==> src/rtl/core/ps2dt_pkg.sv <==
`timescale 1ns / 1ps

package ps2dt_pkg;

    // Resend code sent after a bad host frame.
    localparam logic [7:0] RESEND_CODE = 8'hFE;

    // Register reset values.
    localparam logic [7:0]  BIT_HALF_RESET    = 8'd15;
    localparam logic [7:0]  CLOCK_LOW_RESET   = 8'd38;
    localparam logic [7:0]  ACK_RELEASE_RESET = 8'd10;
    localparam logic [7:0]  IDLE_SAMP_RESET   = 8'd5;
    localparam logic [7:0]  REQ_SAMP_RESET    = 8'd4;
    localparam logic [15:0] RETRY_DELAY_RESET = 16'd1000;

    // Configuration register indexes.
    localparam int CFG_INDEX_W = 3;
    localparam logic [CFG_INDEX_W-1:0] CFG_BIT_HALF    = 3'd0;
    localparam logic [CFG_INDEX_W-1:0] CFG_CLOCK_LOW   = 3'd1;
    localparam logic [CFG_INDEX_W-1:0] CFG_ACK_RELEASE = 3'd2;
    localparam logic [CFG_INDEX_W-1:0] CFG_IDLE_SAMP   = 3'd3;
    localparam logic [CFG_INDEX_W-1:0] CFG_REQ_SAMP    = 3'd4;
    localparam logic [CFG_INDEX_W-1:0] CFG_RETRY_DELAY = 3'd5;

    // Current register set.
    typedef struct packed {
        logic [7:0]  bit_half_ticks;
        logic [7:0]  clock_low_ticks;
        logic [7:0]  ack_release_ticks;
        logic [7:0]  idle_samples;
        logic [7:0]  request_samples;
        logic [15:0] retry_delay_ticks;
    } t_cfg;

    // One input tick.
    typedef struct packed {
        logic [7:0] send_byte;
        logic       send_valid;
        logic       data_line;
        logic       clock_line;
    } t_tick;

    // One result item.
    typedef struct packed {
        logic       retry_queued;
        logic       tx_done;
        logic       send_ready;
        logic [7:0] rx_byte;
        logic       rx_valid;
        logic       data_drive_low;
        logic       clock_drive_low;
    } t_result;

    // Link phases, one-hot.
    typedef enum logic [9:0] {
        PH_IDLE       = 10'b00_0000_0001,
        PH_TX_SETUP   = 10'b00_0000_0010,
        PH_TX_HOLD    = 10'b00_0000_0100,
        PH_TX_LOW     = 10'b00_0000_1000,
        PH_RX_SAMPLE  = 10'b00_0001_0000,
        PH_RX_HOLD    = 10'b00_0010_0000,
        PH_RX_LOW     = 10'b00_0100_0000,
        PH_RX_ACKREL  = 10'b00_1000_0000,
        PH_RETRY_WAIT = 10'b01_0000_0000,
        PH_RETRY_QUAL = 10'b10_0000_0000
    } t_phase;

    // Line pattern being qualified.
    typedef enum logic [1:0] {
        KIND_NONE = 2'd0,
        KIND_RTS  = 2'd1,
        KIND_IDLE = 2'd2
    } t_kind;

endpackage

==> src/rtl/core/ps2_device_transceiver_unit.sv <==
`timescale 1ns / 1ps
// A tick item waits in the input register and its result item in the result register.
// Throughput: one tick item per cycle unless stalled; the link FSM steps once per item.
// The input register refills in the same cycle that the result register is taken.
// Reset (synchronous, active low) restores the default timing registers, idles the link,
// releases both line drives, clears the pending byte and empties both registers.

module ps2_device_transceiver_unit
    import ps2dt_pkg::*;
(
    input  logic                   i_clk,
    input  logic                   i_rst_n,
    input  logic                   s_axis_tvalid,
    output logic                   s_axis_tready,
    // [0] clock_line, [1] data_line, [2] send_valid, [10:3] send_byte, [15:11] zero
    input  logic [15:0]            s_axis_tdata,
    output logic                   m_axis_tvalid,
    input  logic                   m_axis_tready,
    // [0] clock_drive_low, [1] data_drive_low, [2] rx_valid, [10:3] rx_byte,
    // [11] send_ready, [12] tx_done, [13] retry_queued, [15:14] zero
    output logic [15:0]            m_axis_tdata,
    input  logic                   i_cfg_valid,
    output logic                   o_cfg_ready,
    input  logic [CFG_INDEX_W-1:0] i_cfg_index,
    input  logic [15:0]            i_cfg_data
);

    t_cfg    cfg;
    t_result result;
    logic    r_in_valid;
    t_tick   r_in_tick;
    logic    r_out_valid;
    t_result r_out_result;
    logic    advance;
    logic    step;

    assign o_cfg_ready = 1'b1;

    ps2dt_cfg_regs u_cfg_regs (
        .i_clk      (i_clk),
        .i_rst_n    (i_rst_n),
        .i_wr_en    (i_cfg_valid),
        .i_wr_index (i_cfg_index),
        .i_wr_data  (i_cfg_data),
        .o_cfg      (cfg)
    );

    // The pipe moves when the result register is empty or being taken.
    assign advance       = !r_out_valid || m_axis_tready;
    assign step          = r_in_valid && advance;
    assign s_axis_tready = !r_in_valid || advance;

    // Input register.
    always_ff @(posedge i_clk) begin
        if (!i_rst_n) begin
            r_in_valid <= 1'b0;
        end else if (s_axis_tready) begin
            r_in_valid <= s_axis_tvalid;
        end
    end

    always_ff @(posedge i_clk) begin
        if (s_axis_tready && s_axis_tvalid) begin
            r_in_tick <= t_tick'(s_axis_tdata[10:0]);
        end
    end

    ps2dt_link_fsm u_link_fsm (
        .i_clk    (i_clk),
        .i_rst_n  (i_rst_n),
        .i_step   (step),
        .i_tick   (r_in_tick),
        .i_cfg    (cfg),
        .o_result (result)
    );

    // Result register.
    always_ff @(posedge i_clk) begin
        if (!i_rst_n) begin
            r_out_valid <= 1'b0;
        end else if (advance) begin
            r_out_valid <= r_in_valid;
        end
    end

    always_ff @(posedge i_clk) begin
        if (step) begin
            r_out_result <= result;
        end
    end

    assign m_axis_tvalid = r_out_valid;
    assign m_axis_tdata  = {2'b00, r_out_result};

endmodule

==> src/rtl/core/ps2dt_cfg_regs.sv <==
`timescale 1ns / 1ps

module ps2dt_cfg_regs
    import ps2dt_pkg::*;
(
    input  logic                   i_clk,
    input  logic                   i_rst_n,
    input  logic                   i_wr_en,
    input  logic [CFG_INDEX_W-1:0] i_wr_index,
    input  logic [15:0]            i_wr_data,
    output t_cfg                   o_cfg
);

    t_cfg r_cfg;

    // Register file; writes beyond the list are dropped.
    always_ff @(posedge i_clk) begin
        if (!i_rst_n) begin
            r_cfg.bit_half_ticks    <= BIT_HALF_RESET;
            r_cfg.clock_low_ticks   <= CLOCK_LOW_RESET;
            r_cfg.ack_release_ticks <= ACK_RELEASE_RESET;
            r_cfg.idle_samples      <= IDLE_SAMP_RESET;
            r_cfg.request_samples   <= REQ_SAMP_RESET;
            r_cfg.retry_delay_ticks <= RETRY_DELAY_RESET;
        end else if (i_wr_en) begin
            case (i_wr_index)
                CFG_BIT_HALF:    r_cfg.bit_half_ticks    <= i_wr_data[7:0];
                CFG_CLOCK_LOW:   r_cfg.clock_low_ticks   <= i_wr_data[7:0];
                CFG_ACK_RELEASE: r_cfg.ack_release_ticks <= i_wr_data[7:0];
                CFG_IDLE_SAMP:   r_cfg.idle_samples      <= i_wr_data[7:0];
                CFG_REQ_SAMP:    r_cfg.request_samples   <= i_wr_data[7:0];
                CFG_RETRY_DELAY: r_cfg.retry_delay_ticks <= i_wr_data;
                default: ;
            endcase
        end
    end

    assign o_cfg = r_cfg;

endmodule

==> src/rtl/core/ps2dt_link_fsm.sv <==
`timescale 1ns / 1ps

module ps2dt_link_fsm
    import ps2dt_pkg::*;
(
    input  logic    i_clk,
    input  logic    i_rst_n,
    input  logic    i_step,
    input  t_tick   i_tick,
    input  t_cfg    i_cfg,
    output t_result o_result
);

    t_phase      r_phase, n_phase;
    logic [15:0] r_tick, n_tick;
    logic [3:0]  r_bit, n_bit;
    logic [7:0]  r_shift, n_shift;
    logic        r_bad, n_bad;
    logic [7:0]  r_qcnt, n_qcnt;
    t_kind       r_qkind, n_qkind;
    logic        r_pend_valid, n_pend_valid;
    logic [7:0]  r_pend_byte, n_pend_byte;
    logic [7:0]  r_rx_byte, n_rx_byte;
    logic        r_drv_clk, n_drv_clk;
    logic        r_drv_data, n_drv_data;

    logic        rts, idle;
    logic [15:0] tick_inc, limit;
    logic        t_done;
    logic [3:0]  bit_m1;
    logic        tx_bit;
    t_kind       q_kind;
    logic [7:0]  q_base, q_cnt_n, q_thr;
    logic        q_hit;
    logic        rx_valid, tx_done, retry_queued;

    assign rts  = i_tick.clock_line && !i_tick.data_line;
    assign idle = i_tick.clock_line && i_tick.data_line;

    // Shared tick timer: the limit depends on the phase.
    always_comb begin
        tick_inc = r_tick + 16'd1;
        unique case (r_phase)
            PH_TX_SETUP, PH_TX_HOLD, PH_RX_SAMPLE, PH_RX_HOLD:
                limit = {8'd0, i_cfg.bit_half_ticks};
            PH_TX_LOW, PH_RX_LOW:
                limit = {8'd0, i_cfg.clock_low_ticks};
            PH_RX_ACKREL:
                limit = {8'd0, i_cfg.ack_release_ticks};
            PH_RETRY_WAIT:
                limit = i_cfg.retry_delay_ticks;
            default:
                limit = 16'hFFFF;
        endcase
        t_done = (tick_inc >= limit);
    end

    // Frame bit to send for the current bit position.
    always_comb begin
        bit_m1 = r_bit - 4'd1;
        if (r_bit == 4'd0) begin
            tx_bit = 1'b0;
        end else if (r_bit <= 4'd8) begin
            tx_bit = r_shift[bit_m1[2:0]];
        end else if (r_bit == 4'd9) begin
            tx_bit = ~(^r_shift);
        end else begin
            tx_bit = 1'b1;
        end
    end

    // Line pattern qualifier with a saturating sample count.
    // A byte offered on this tick already counts as pending.
    always_comb begin
        q_kind = KIND_NONE;
        if (r_phase == PH_IDLE) begin
            if (rts) begin
                q_kind = KIND_RTS;
            end else if (idle && (r_pend_valid || i_tick.send_valid)) begin
                q_kind = KIND_IDLE;
            end
        end else if (r_phase == PH_RETRY_QUAL) begin
            if (idle) begin
                q_kind = KIND_IDLE;
            end
        end
        q_base  = (q_kind != r_qkind) ? 8'd0 : r_qcnt;
        q_cnt_n = (q_base != 8'hFF) ? q_base + 8'd1 : q_base;
        q_thr   = (q_kind == KIND_RTS) ? i_cfg.request_samples : i_cfg.idle_samples;
        q_hit   = (q_cnt_n >= q_thr);
    end

    // Next state for one tick.
    always_comb begin
        n_phase      = r_phase;
        n_tick       = r_tick;
        n_bit        = r_bit;
        n_shift      = r_shift;
        n_bad        = r_bad;
        n_qcnt       = r_qcnt;
        n_qkind      = r_qkind;
        n_pend_valid = r_pend_valid;
        n_pend_byte  = r_pend_byte;
        n_rx_byte    = r_rx_byte;
        n_drv_clk    = r_drv_clk;
        n_drv_data   = r_drv_data;
        rx_valid     = 1'b0;
        tx_done      = 1'b0;
        retry_queued = 1'b0;

        // An offered byte is taken whenever nothing is pending.
        if (i_tick.send_valid && !r_pend_valid) begin
            n_pend_valid = 1'b1;
            n_pend_byte  = i_tick.send_byte;
        end

        unique case (r_phase)
            PH_IDLE, PH_RETRY_QUAL: begin
                if (q_kind != KIND_NONE) begin
                    n_qcnt  = q_cnt_n;
                    n_qkind = q_kind;
                    if (q_hit) begin
                        n_tick  = 16'd0;
                        n_bit   = 4'd0;
                        n_qcnt  = 8'd0;
                        n_qkind = KIND_NONE;
                        if (r_phase == PH_RETRY_QUAL) begin
                            n_phase = PH_TX_SETUP;
                            n_shift = RESEND_CODE;
                            n_bad   = 1'b1;
                        end else if (q_kind == KIND_RTS) begin
                            n_phase = PH_RX_SAMPLE;
                            n_shift = 8'd0;
                            n_bad   = 1'b0;
                        end else begin
                            n_phase = PH_TX_SETUP;
                            n_shift = n_pend_byte;
                            n_bad   = 1'b0;
                        end
                    end
                end else begin
                    n_qcnt  = 8'd0;
                    n_qkind = KIND_NONE;
                end
            end
            PH_TX_SETUP: begin
                n_tick = t_done ? 16'd0 : tick_inc;
                if (t_done) begin
                    n_drv_data = ~tx_bit;
                    n_phase    = PH_TX_HOLD;
                end
            end
            PH_TX_HOLD: begin
                n_tick = t_done ? 16'd0 : tick_inc;
                if (t_done) begin
                    n_drv_clk = 1'b1;
                    n_phase   = PH_TX_LOW;
                end
            end
            PH_TX_LOW: begin
                n_tick = t_done ? 16'd0 : tick_inc;
                if (t_done) begin
                    n_drv_clk = 1'b0;
                    if (r_bit >= 4'd10) begin
                        n_drv_data = 1'b0;
                        if (!r_bad) begin
                            tx_done      = 1'b1;
                            n_pend_valid = 1'b0;
                        end
                        n_phase = PH_IDLE;
                        n_bit   = 4'd0;
                        n_qcnt  = 8'd0;
                        n_qkind = KIND_NONE;
                    end else begin
                        n_bit   = r_bit + 4'd1;
                        n_phase = PH_TX_SETUP;
                    end
                end
            end
            PH_RX_SAMPLE: begin
                n_tick = t_done ? 16'd0 : tick_inc;
                if (t_done) begin
                    if (r_bit == 4'd0) begin
                        if (i_tick.data_line) begin
                            n_bad = 1'b1;
                        end
                    end else if (r_bit <= 4'd8) begin
                        n_shift[bit_m1[2:0]] = r_shift[bit_m1[2:0]] | i_tick.data_line;
                    end else if (r_bit == 4'd9) begin
                        // Odd parity over data and parity bit.
                        if (!((^r_shift) ^ i_tick.data_line)) begin
                            n_bad = 1'b1;
                        end
                    end
                    n_phase = PH_RX_HOLD;
                end
            end
            PH_RX_HOLD: begin
                n_tick = t_done ? 16'd0 : tick_inc;
                if (t_done) begin
                    n_drv_clk = 1'b1;
                    if (r_bit >= 4'd10) begin
                        n_drv_data = 1'b1;
                    end
                    n_phase = PH_RX_LOW;
                end
            end
            PH_RX_LOW: begin
                n_tick = t_done ? 16'd0 : tick_inc;
                if (t_done) begin
                    n_drv_clk = 1'b0;
                    if (r_bit >= 4'd10) begin
                        n_phase = PH_RX_ACKREL;
                    end else begin
                        n_bit   = r_bit + 4'd1;
                        n_phase = PH_RX_SAMPLE;
                    end
                end
            end
            PH_RX_ACKREL: begin
                n_tick = t_done ? 16'd0 : tick_inc;
                if (t_done) begin
                    n_drv_data = 1'b0;
                    n_bit      = 4'd0;
                    if (r_bad) begin
                        retry_queued = 1'b1;
                        n_phase      = PH_RETRY_WAIT;
                    end else begin
                        rx_valid  = 1'b1;
                        n_rx_byte = r_shift;
                        n_phase   = PH_IDLE;
                    end
                    n_qcnt  = 8'd0;
                    n_qkind = KIND_NONE;
                end
            end
            PH_RETRY_WAIT: begin
                n_tick = t_done ? 16'd0 : tick_inc;
                if (t_done) begin
                    n_phase = PH_RETRY_QUAL;
                    n_qcnt  = 8'd0;
                    n_qkind = KIND_NONE;
                end
            end
            default: begin
                n_phase    = PH_IDLE;
                n_tick     = 16'd0;
                n_bit      = 4'd0;
                n_drv_clk  = 1'b0;
                n_drv_data = 1'b0;
                n_qcnt     = 8'd0;
                n_qkind    = KIND_NONE;
            end
        endcase
    end

    // State advances once per accepted tick.
    always_ff @(posedge i_clk) begin
        if (!i_rst_n) begin
            r_phase      <= PH_IDLE;
            r_tick       <= 16'd0;
            r_bit        <= 4'd0;
            r_shift      <= 8'd0;
            r_bad        <= 1'b0;
            r_qcnt       <= 8'd0;
            r_qkind      <= KIND_NONE;
            r_pend_valid <= 1'b0;
            r_pend_byte  <= 8'd0;
            r_rx_byte    <= 8'd0;
            r_drv_clk    <= 1'b0;
            r_drv_data   <= 1'b0;
        end else if (i_step) begin
            r_phase      <= n_phase;
            r_tick       <= n_tick;
            r_bit        <= n_bit;
            r_shift      <= n_shift;
            r_bad        <= n_bad;
            r_qcnt       <= n_qcnt;
            r_qkind      <= n_qkind;
            r_pend_valid <= n_pend_valid;
            r_pend_byte  <= n_pend_byte;
            r_rx_byte    <= n_rx_byte;
            r_drv_clk    <= n_drv_clk;
            r_drv_data   <= n_drv_data;
        end
    end

    // Result of this tick.
    always_comb begin
        o_result.clock_drive_low = n_drv_clk;
        o_result.data_drive_low  = n_drv_data;
        o_result.rx_valid        = rx_valid;
        o_result.rx_byte         = n_rx_byte;
        o_result.send_ready      = ~n_pend_valid;
        o_result.tx_done         = tx_done;
        o_result.retry_queued    = retry_queued;
    end

endmodule

==> config.mk <==
export PLATFORM = sky130hd
export DESIGN_NAME = ps2_device_transceiver_unit
export DESIGN_NICKNAME = d
export VERILOG_FILES = /design/src/rtl/core/ps2dt_pkg.sv /design/src/rtl/core/ps2_device_transceiver_unit.sv /design/src/rtl/core/ps2dt_cfg_regs.sv /design/src/rtl/core/ps2dt_link_fsm.sv
export SDC_FILE = /design/constraint.sdc
export NUM_CORES = 1
export LEC_CHECK = 0
export BUFFER_PORTS_ARGS = -buffer_cell sky130_fd_sc_hd__buf_2
export CAP_MARGIN = 10
export CELL_PAD_IN_SITES_DETAIL_PLACEMENT = 0
export CELL_PAD_IN_SITES_GLOBAL_PLACEMENT = 1
export CORE_ASPECT_RATIO = 1.5
export CORE_MARGIN = 10
export CORE_UTILIZATION = 41
export CTS_CLUSTER_SIZE = 14
export DETAILED_ROUTE_END_ITERATION = 10
export HOLD_SLACK_MARGIN = 0.12
export PLACE_DENSITY = 0.79
export SETUP_SLACK_MARGIN = 0.05
export SLEW_MARGIN = 5
export SYNTH_ARGS = -nofsm -noshare
export SYNTH_HDL_FRONTEND = slang
export SYNTH_SLANG_ARGS = --single-unit
export TNS_END_PERCENT = 1
==> constraint.sdc <==
create_clock -name i_clk -period 6.74 [get_ports i_clk]
set_input_delay 1.348 -clock i_clk [delete_from_list [all_inputs] [get_ports i_clk]]
set_output_delay 1.348 -clock i_clk [all_outputs]
set_load 0.02 [all_outputs]
; ---- Yosys cells after proc, flatten, opt, wreduce, memory -nomap -nowiden
; Cells that the tools add are included.
; Widths: inputs -> output; s select.
[word_totals]
wordCells = 225
out_inout_bits = 19
reg_bits = 151
input_bits = 40
[op_classes]
reduce_logical = 43
order_cmp = 6
eq_ne = 38
mux = 96
add_sub_neg = 4
bitwise = 7
[ops]
columns = cell, n
row1 = $mux 8, 20
row2 = $mux 10, 11
row3 = $pmux 10 s9, 1
row4 = $pmux 16 s4, 1
row5 = $mux 16, 3
row6 = $pmux 16 s2, 1
row7 = $pmux 8 s4, 1
row8 = $mux 1, 29
row9 = $mux 4, 7
row10 = $ne 2x1->1 const B, 13
row11 = $mux 2, 11
row12 = $pmux 4 s5, 1
row13 = $add 16x1->16 const B, 1
row14 = $ge 16x16->1, 1
row15 = $pmux 8 s2, 1
row16 = $reduce_and 2->1, 7
row17 = $reduce_or 6->1, 2
row18 = $reduce_and 11->1, 1
row19 = $eq 10x1->1 const B, 1
row20 = $eq 10x10->1 const B, 1
row21 = $eq 10x2->1 const B, 1
row22 = $eq 10x3->1 const B, 1
row23 = $eq 10x4->1 const B, 1
row24 = $eq 10x5->1 const B, 1
row25 = 51 further kinds, 76

; ---- Depth between registers and ports, before layout
[logic_depth]
depth_word = 13
depth_mapped = 24
ltp_nobuf = 20

; ---- Modules after synthesis
; A second synthesis with hierarchy kept.
[hier_totals]
cells_unflattened = 934
hier_area_um2 = 8394.3
[modules_own_cells]
columns = module, instances, cells_per_inst, seq_area_each_um2, area_each_um2
row1 = ps2dt_link_fsm, 1, 678, 1361.3, 5282.6
row2 = ps2dt_cfg_regs, 1, 217, 1121.1, 2227.1
row3 = ps2_device_transceiver_unit, 1, 39, 790.8, 884.6

; ---- Worst setup path before layout
; No wires, ideal clock.
[synth_timing]
path_type = flip-flop to flip-flop
start = register u_link_fsm.r_phase[5]
end = register u_link_fsm.r_bit[2]
arrival_time_ps = 5326
n_path_buf = 3
required_ps = 6670
setup_ps = 70
stages_incl_launch_ff = 24
period_less_slack_ps = 5397
slack_ps = 1343
path_cell_list = dfxtp_1 buf_6 or4_4 or4_1 or3_1 nand3_1 buf_2 nor2_1 ha_1 and4_1 nand2_1 nand2b_1 nor2_1 xnor2_1 nor2_1 ha_1 nand2_1 nor4_1 a211o_1 and3_4 buf_6 o211ai_4 or4b_2 a21oi_1
[synth_via]
elab_chain_cells = 10
elab_cells_between_ends = 36
classes_between = add/sub: 1 / order compare: 2 / eq/ne: 19 / mux: 7 / bitwise: 1 / reduce/logical: 6
[synth_lines]
columns = item, line_no
row1 = "start, declared", ps2dt_link_fsm.sv:14  ; t_phase r_phase, n_phase;
row2 = "start signal, assigned", ps2dt_link_fsm.sv:273  ; r_phase <= n_phase;
row3 = $eq 10x10->1, "ps2dt_link_fsm.sv:82, ps2dt_link_fsm.sv:117"
row4 = $mux 2, ps2dt_link_fsm.sv:82  ; end else if (r_phase == PH_RETRY_QUAL) begin
row5 = $mux 2, ps2dt_link_fsm.sv:76  ; if (r_phase == PH_IDLE) begin
row6 = $ne 2x2->1, ps2dt_link_fsm.sv:87  ; q_base = (q_kind != r_qkind) ? 8'd0 : r_qcnt;
row7 = $mux 8, ps2dt_link_fsm.sv:87
row8 = $add 8x1->8 or $ne 8x8->1 (tied branches), ps2dt_link_fsm.sv:88  ; q_cnt_n = (q_base != 8'hFF) ? q_base + 8'd1 : q_base;
row9 = $mux 8, ps2dt_link_fsm.sv:88
row10 = $ge 8x8->1, ps2dt_link_fsm.sv:90  ; q_hit = (q_cnt_n >= q_thr);
row11 = $ne 2x1->1 (no source line), --
row12 = $reduce_and 8->1 (no source line), --
row13 = "end signal, assigned", ps2dt_link_fsm.sv:275  ; r_bit <= n_bit;
row14 = "end, declared", ps2dt_link_fsm.sv:16  ; logic [3:0] r_bit, n_bit;
; Several ways; a longest one is shown, not always the timed one.
; A chain may end at the register's enable or synchronous reset.

; ---- Final worst setup path
[layout_timing]
start = register u_link_fsm.r_phase[6]
end = register u_link_fsm.r_bit[2]
; The elaborated chain is that of the path after synthesis.

==> out/metrics.csv <==
stage,metric,value,unit
outcome,outcome,finished clean,
clocking,worst-skew pair later-pin latency,0.42,ns
sta,unrepaired setup endpoints after global routing,no,
clocking,clock-pin slew on the worst setup and hold paths,0.06,ns
sta,total negative slack,0,ns
grt,initial antenna violation count,0,
final_layout,proportion of layout cells with a drive suffix above 1,11.7,%
synthesis,post-synthesis sequential area ratio,40.0,%
die,Initial Utilization,41.5,%
die,die width,135,um
synthesis,main flop type after synthesis,dfxtp_1,
die,Cell Rows,63,
clocking,clk sinks,151,
grt,global-route wire length before repair,36.4,mm
power_and_ir_drop,Tot Pwr,2.05,mW
die,Boundary Pins,59,
sta,minimum clock period after layout,5.91,ns
final_layout,"most common cell after layout, fill and taps aside",nand2_1,
final_layout,Synth-to-Final Area Change,12.4,%
clocking,Max clock buf depth,2,
power_and_ir_drop,Pwr Density,223,nW/um2
clocking,CTS Hold Bufs,0,
final_layout,"commonest non-fill, non-tap cells in the layout","nand2_1 (200), dfxtp_1 (126), a21oi_1 (105)",
worst_hold_path,hold crit path type,flop to flop,
synthesis,largest area contributor in the netlist,dfxtp_1,
synthesis,#FFs+latches synth,151,
drt,1st-pass router iterations,5,
drt,Initial DRC Count,383,
drt,Vias per Instance,5.59,
sta,final hold vios,0,
synthesis,asr flop ratio synth,0,%
sta,Setup Viol. Count Final,0,
placed_design,IO Port Bufs,50,
final_layout,fin util,46.6,%
drt,DRC violations left,0,
synthesis,distinct cell type count after synthesis,77,
worst_hold_path,Worst Hold End,u_cfg_regs.o_cfg[31],
worst_hold_path,Hold Crit Start,u_cfg_regs.o_cfg[31],
final_layout,Antenna Cells,0,
placed_design,detailed placement HPWL,15.5,mm
placed_design,Final GP Congestion,0.856,
grt,vias in the first global route,7070,
synthesis,post-synthesis cell area,8180,um2
sta,Slew Limit Fails,0,
run,max_cap viols,0,
critical_path,Startpoint Class,flop,
synthesis,"top cells by area, synth","dfxtp_1 (31%), edfxtp_1 (9.2%), nand2_1 (9.2%), a21oi_1 (6.4%), ha_1 (4.6%)",
die,die area,26100,um2
sta,Least-Margin Pin Slew,0.989,ns
synthesis,Synth Instances,992,
drt,Routed wire per std cell,17.2,um
drt,Final ANT Viol Nets,0,
critical_path,reg2reg end,u_link_fsm.r_bit[2],
power_and_ir_drop,leakage,3.57,nW
critical_path,critical setup path kind,flop to flop,
grt,total grt overflow,0,
critical_path,WP data arrival,6.26,ns
final_layout,Final #Nets,1086,
grt,pin count of the biggest net entering global routing,57,
critical_path,origin of the critical flop-to-flop path,u_link_fsm.r_phase[6],
synthesis,Yosys top cell area share,30.8,%
clocking,post-cts resize count,0,
critical_path,r2r worst-path depth,20,
critical_path,R2R Setup Slk,0.83,ns
die,core area,19700,um2
clocking,TritonCTS Buffers,17,
clocking,Post-CTS Setup Repair Bufs,0,
drt,routed via count,7202,
sta,final worst setup slack,0.834,ns
clocking,CTS tree,built,
sta,Rel. slew slack,33.6,%
grt,total track usage,17.3,%
drt,routed wire length,22.1,mm
power_and_ir_drop,Max IR drop VDD,0.000162,V
sta,Final Cycle Share,87.6,%
clocking,root buffer cell,clkbuf_16,
critical_path,"Req. time, crit path",7.09,ns
die,chip height,193,um
synthesis,Post-synth EDFFs,25,
sta,fmax,169,MHz
critical_path,crit-path max FO,11,
synthesis,mean post-synth cell area,8.24,um2
placed_design,Post-Place Setup Slack,0.863,ns
clocking,htree depth,4,
critical_path,endpoint class of the critical path,flop,
worst_hold_path,Hold Path Depth,2,
synthesis,Ys Warns,0,
sta,Setup Skew,0.00946,ns
==> sequential cells by signal, indices dropped and copies added (netlist names) <==
name and cells:
u_link_fsm.r_drv_data 1, u_link_fsm.r_drv_clk 1, u_link_fsm.r_phase 10, u_link_fsm.r_qkind 2
u_cfg_regs.o_cfg 56, u_link_fsm.r_rx_byte 8, u_link_fsm.r_shift 8, u_link_fsm.r_qcnt 8
u_link_fsm.r_bad 1, u_link_fsm.r_tick 16, u_link_fsm.r_bit 4, u_link_fsm.r_pend_valid 1
r_in_valid 1, m_axis_tdata 14, m_axis_tvalid 1, u_link_fsm.r_pend_byte 8
r_in_tick 11
==> worst max path at each step <==
stage	startpoint	slack [ns]	depth (start not counted)	endpoint
global route	u_link_fsm.r_phase[6]	0.36	21	u_link_fsm.r_tick[2]
global placement	u_link_fsm.r_phase[6]	0.89	20	u_link_fsm.r_bit[2]
CTS	u_link_fsm.r_phase[6]	0.85	20	u_link_fsm.r_bit[2]
detailed placement	u_link_fsm.r_phase[6]	0.86	20	u_link_fsm.r_bit[2]
finish	u_link_fsm.r_phase[6]	0.83	20	u_link_fsm.r_bit[2]
floorplan	u_link_fsm.r_phase[5]	1.34	23	u_link_fsm.r_bit[2]
==> metal layers <==
layer  GRT usage, %  routed length, um  up-vias
li1               -                  -     3616
met1           19.0               9070     3409
met2           32.2              11800      145
met3           2.90                699       32
met4           7.06                537        0
met5              0                  0        -
==> where the power goes <==
part / switching (mW) / leakage, nW / total (mW) / internal (mW)
clock network: 0.374 / 0.288 / 0.958 / 0.585
registers: 0.0127 / 1.26 / 0.955 / 0.943
logic: 0.0887 / 2.02 / 0.136 / 0.0472
==> kinds of logic after synthesis <==
family	synth area share (%)
adder cells (fa/ha/maj)	4.59
buffers and inverters	3.75
multiplexers	2.83
other	0.0918
XOR/XNOR	3.61
AO/OA/AOI/OAI	18.4
flip-flops	40.0
AND/OR/NAND/NOR	26.7
==> stage by stage <==
step / instances / area [um2] / hold WS, ns
3_3_place_gp: 1257 / 8600 / 0.441
6_report: 1289 / 9190 / 0.453
4_1_cts: 1289 / 9190 / 0.454
5_1_grt: 1289 / 9190 / 0.477
3_5_place_dp: 1257 / 8600 / 0.446
2_1_floorplan: 993 / 8180 / 0.433
==> area by class of cell <==
type,instances,area [um2]
Fill cell,2005,10500
Multi-Input combinational cell,771,4610
Sequential cell,151,3270
Clock buffer,25,495
Timing Repair Buffer,64,355
Tap cell,260,325
Clock inverter,7,92.6
Inverter,11,41.3
==> synthesized netlist by cell type, drive strengths merged (21+ instances only) <==
library cell and number:
nor3 26, o21ai 41, nor2 57, edfxtp 25, nand3 47, clkbuf 47, dfxtp 126, nand2b 21
ha 30, xnor2 21, a21oi 105, nand2 201
==> critical path: stages, from the launching register on <==
cell,delay (ns)
dfxtp_1,0.44
or4_4,0.61
or4_1,0.51
or3_1,0.39
nand3_1,0.27
nor2_1,0.08
ha_1,0.27
and4_1,0.25
nand2_1,0.15
nand2b_1,0.12
nor2_1,0.17
xnor2_1,0.14
nor2_1,0.06
ha_1,0.29
nand2_1,0.06
nor4_1,0.53
a211o_1,0.27
and3_4,0.33
o211ai_4,0.14
or4b_2,0.62
a21oi_1,0.15
No activity file was read; power rests on OpenSTA's default activity.
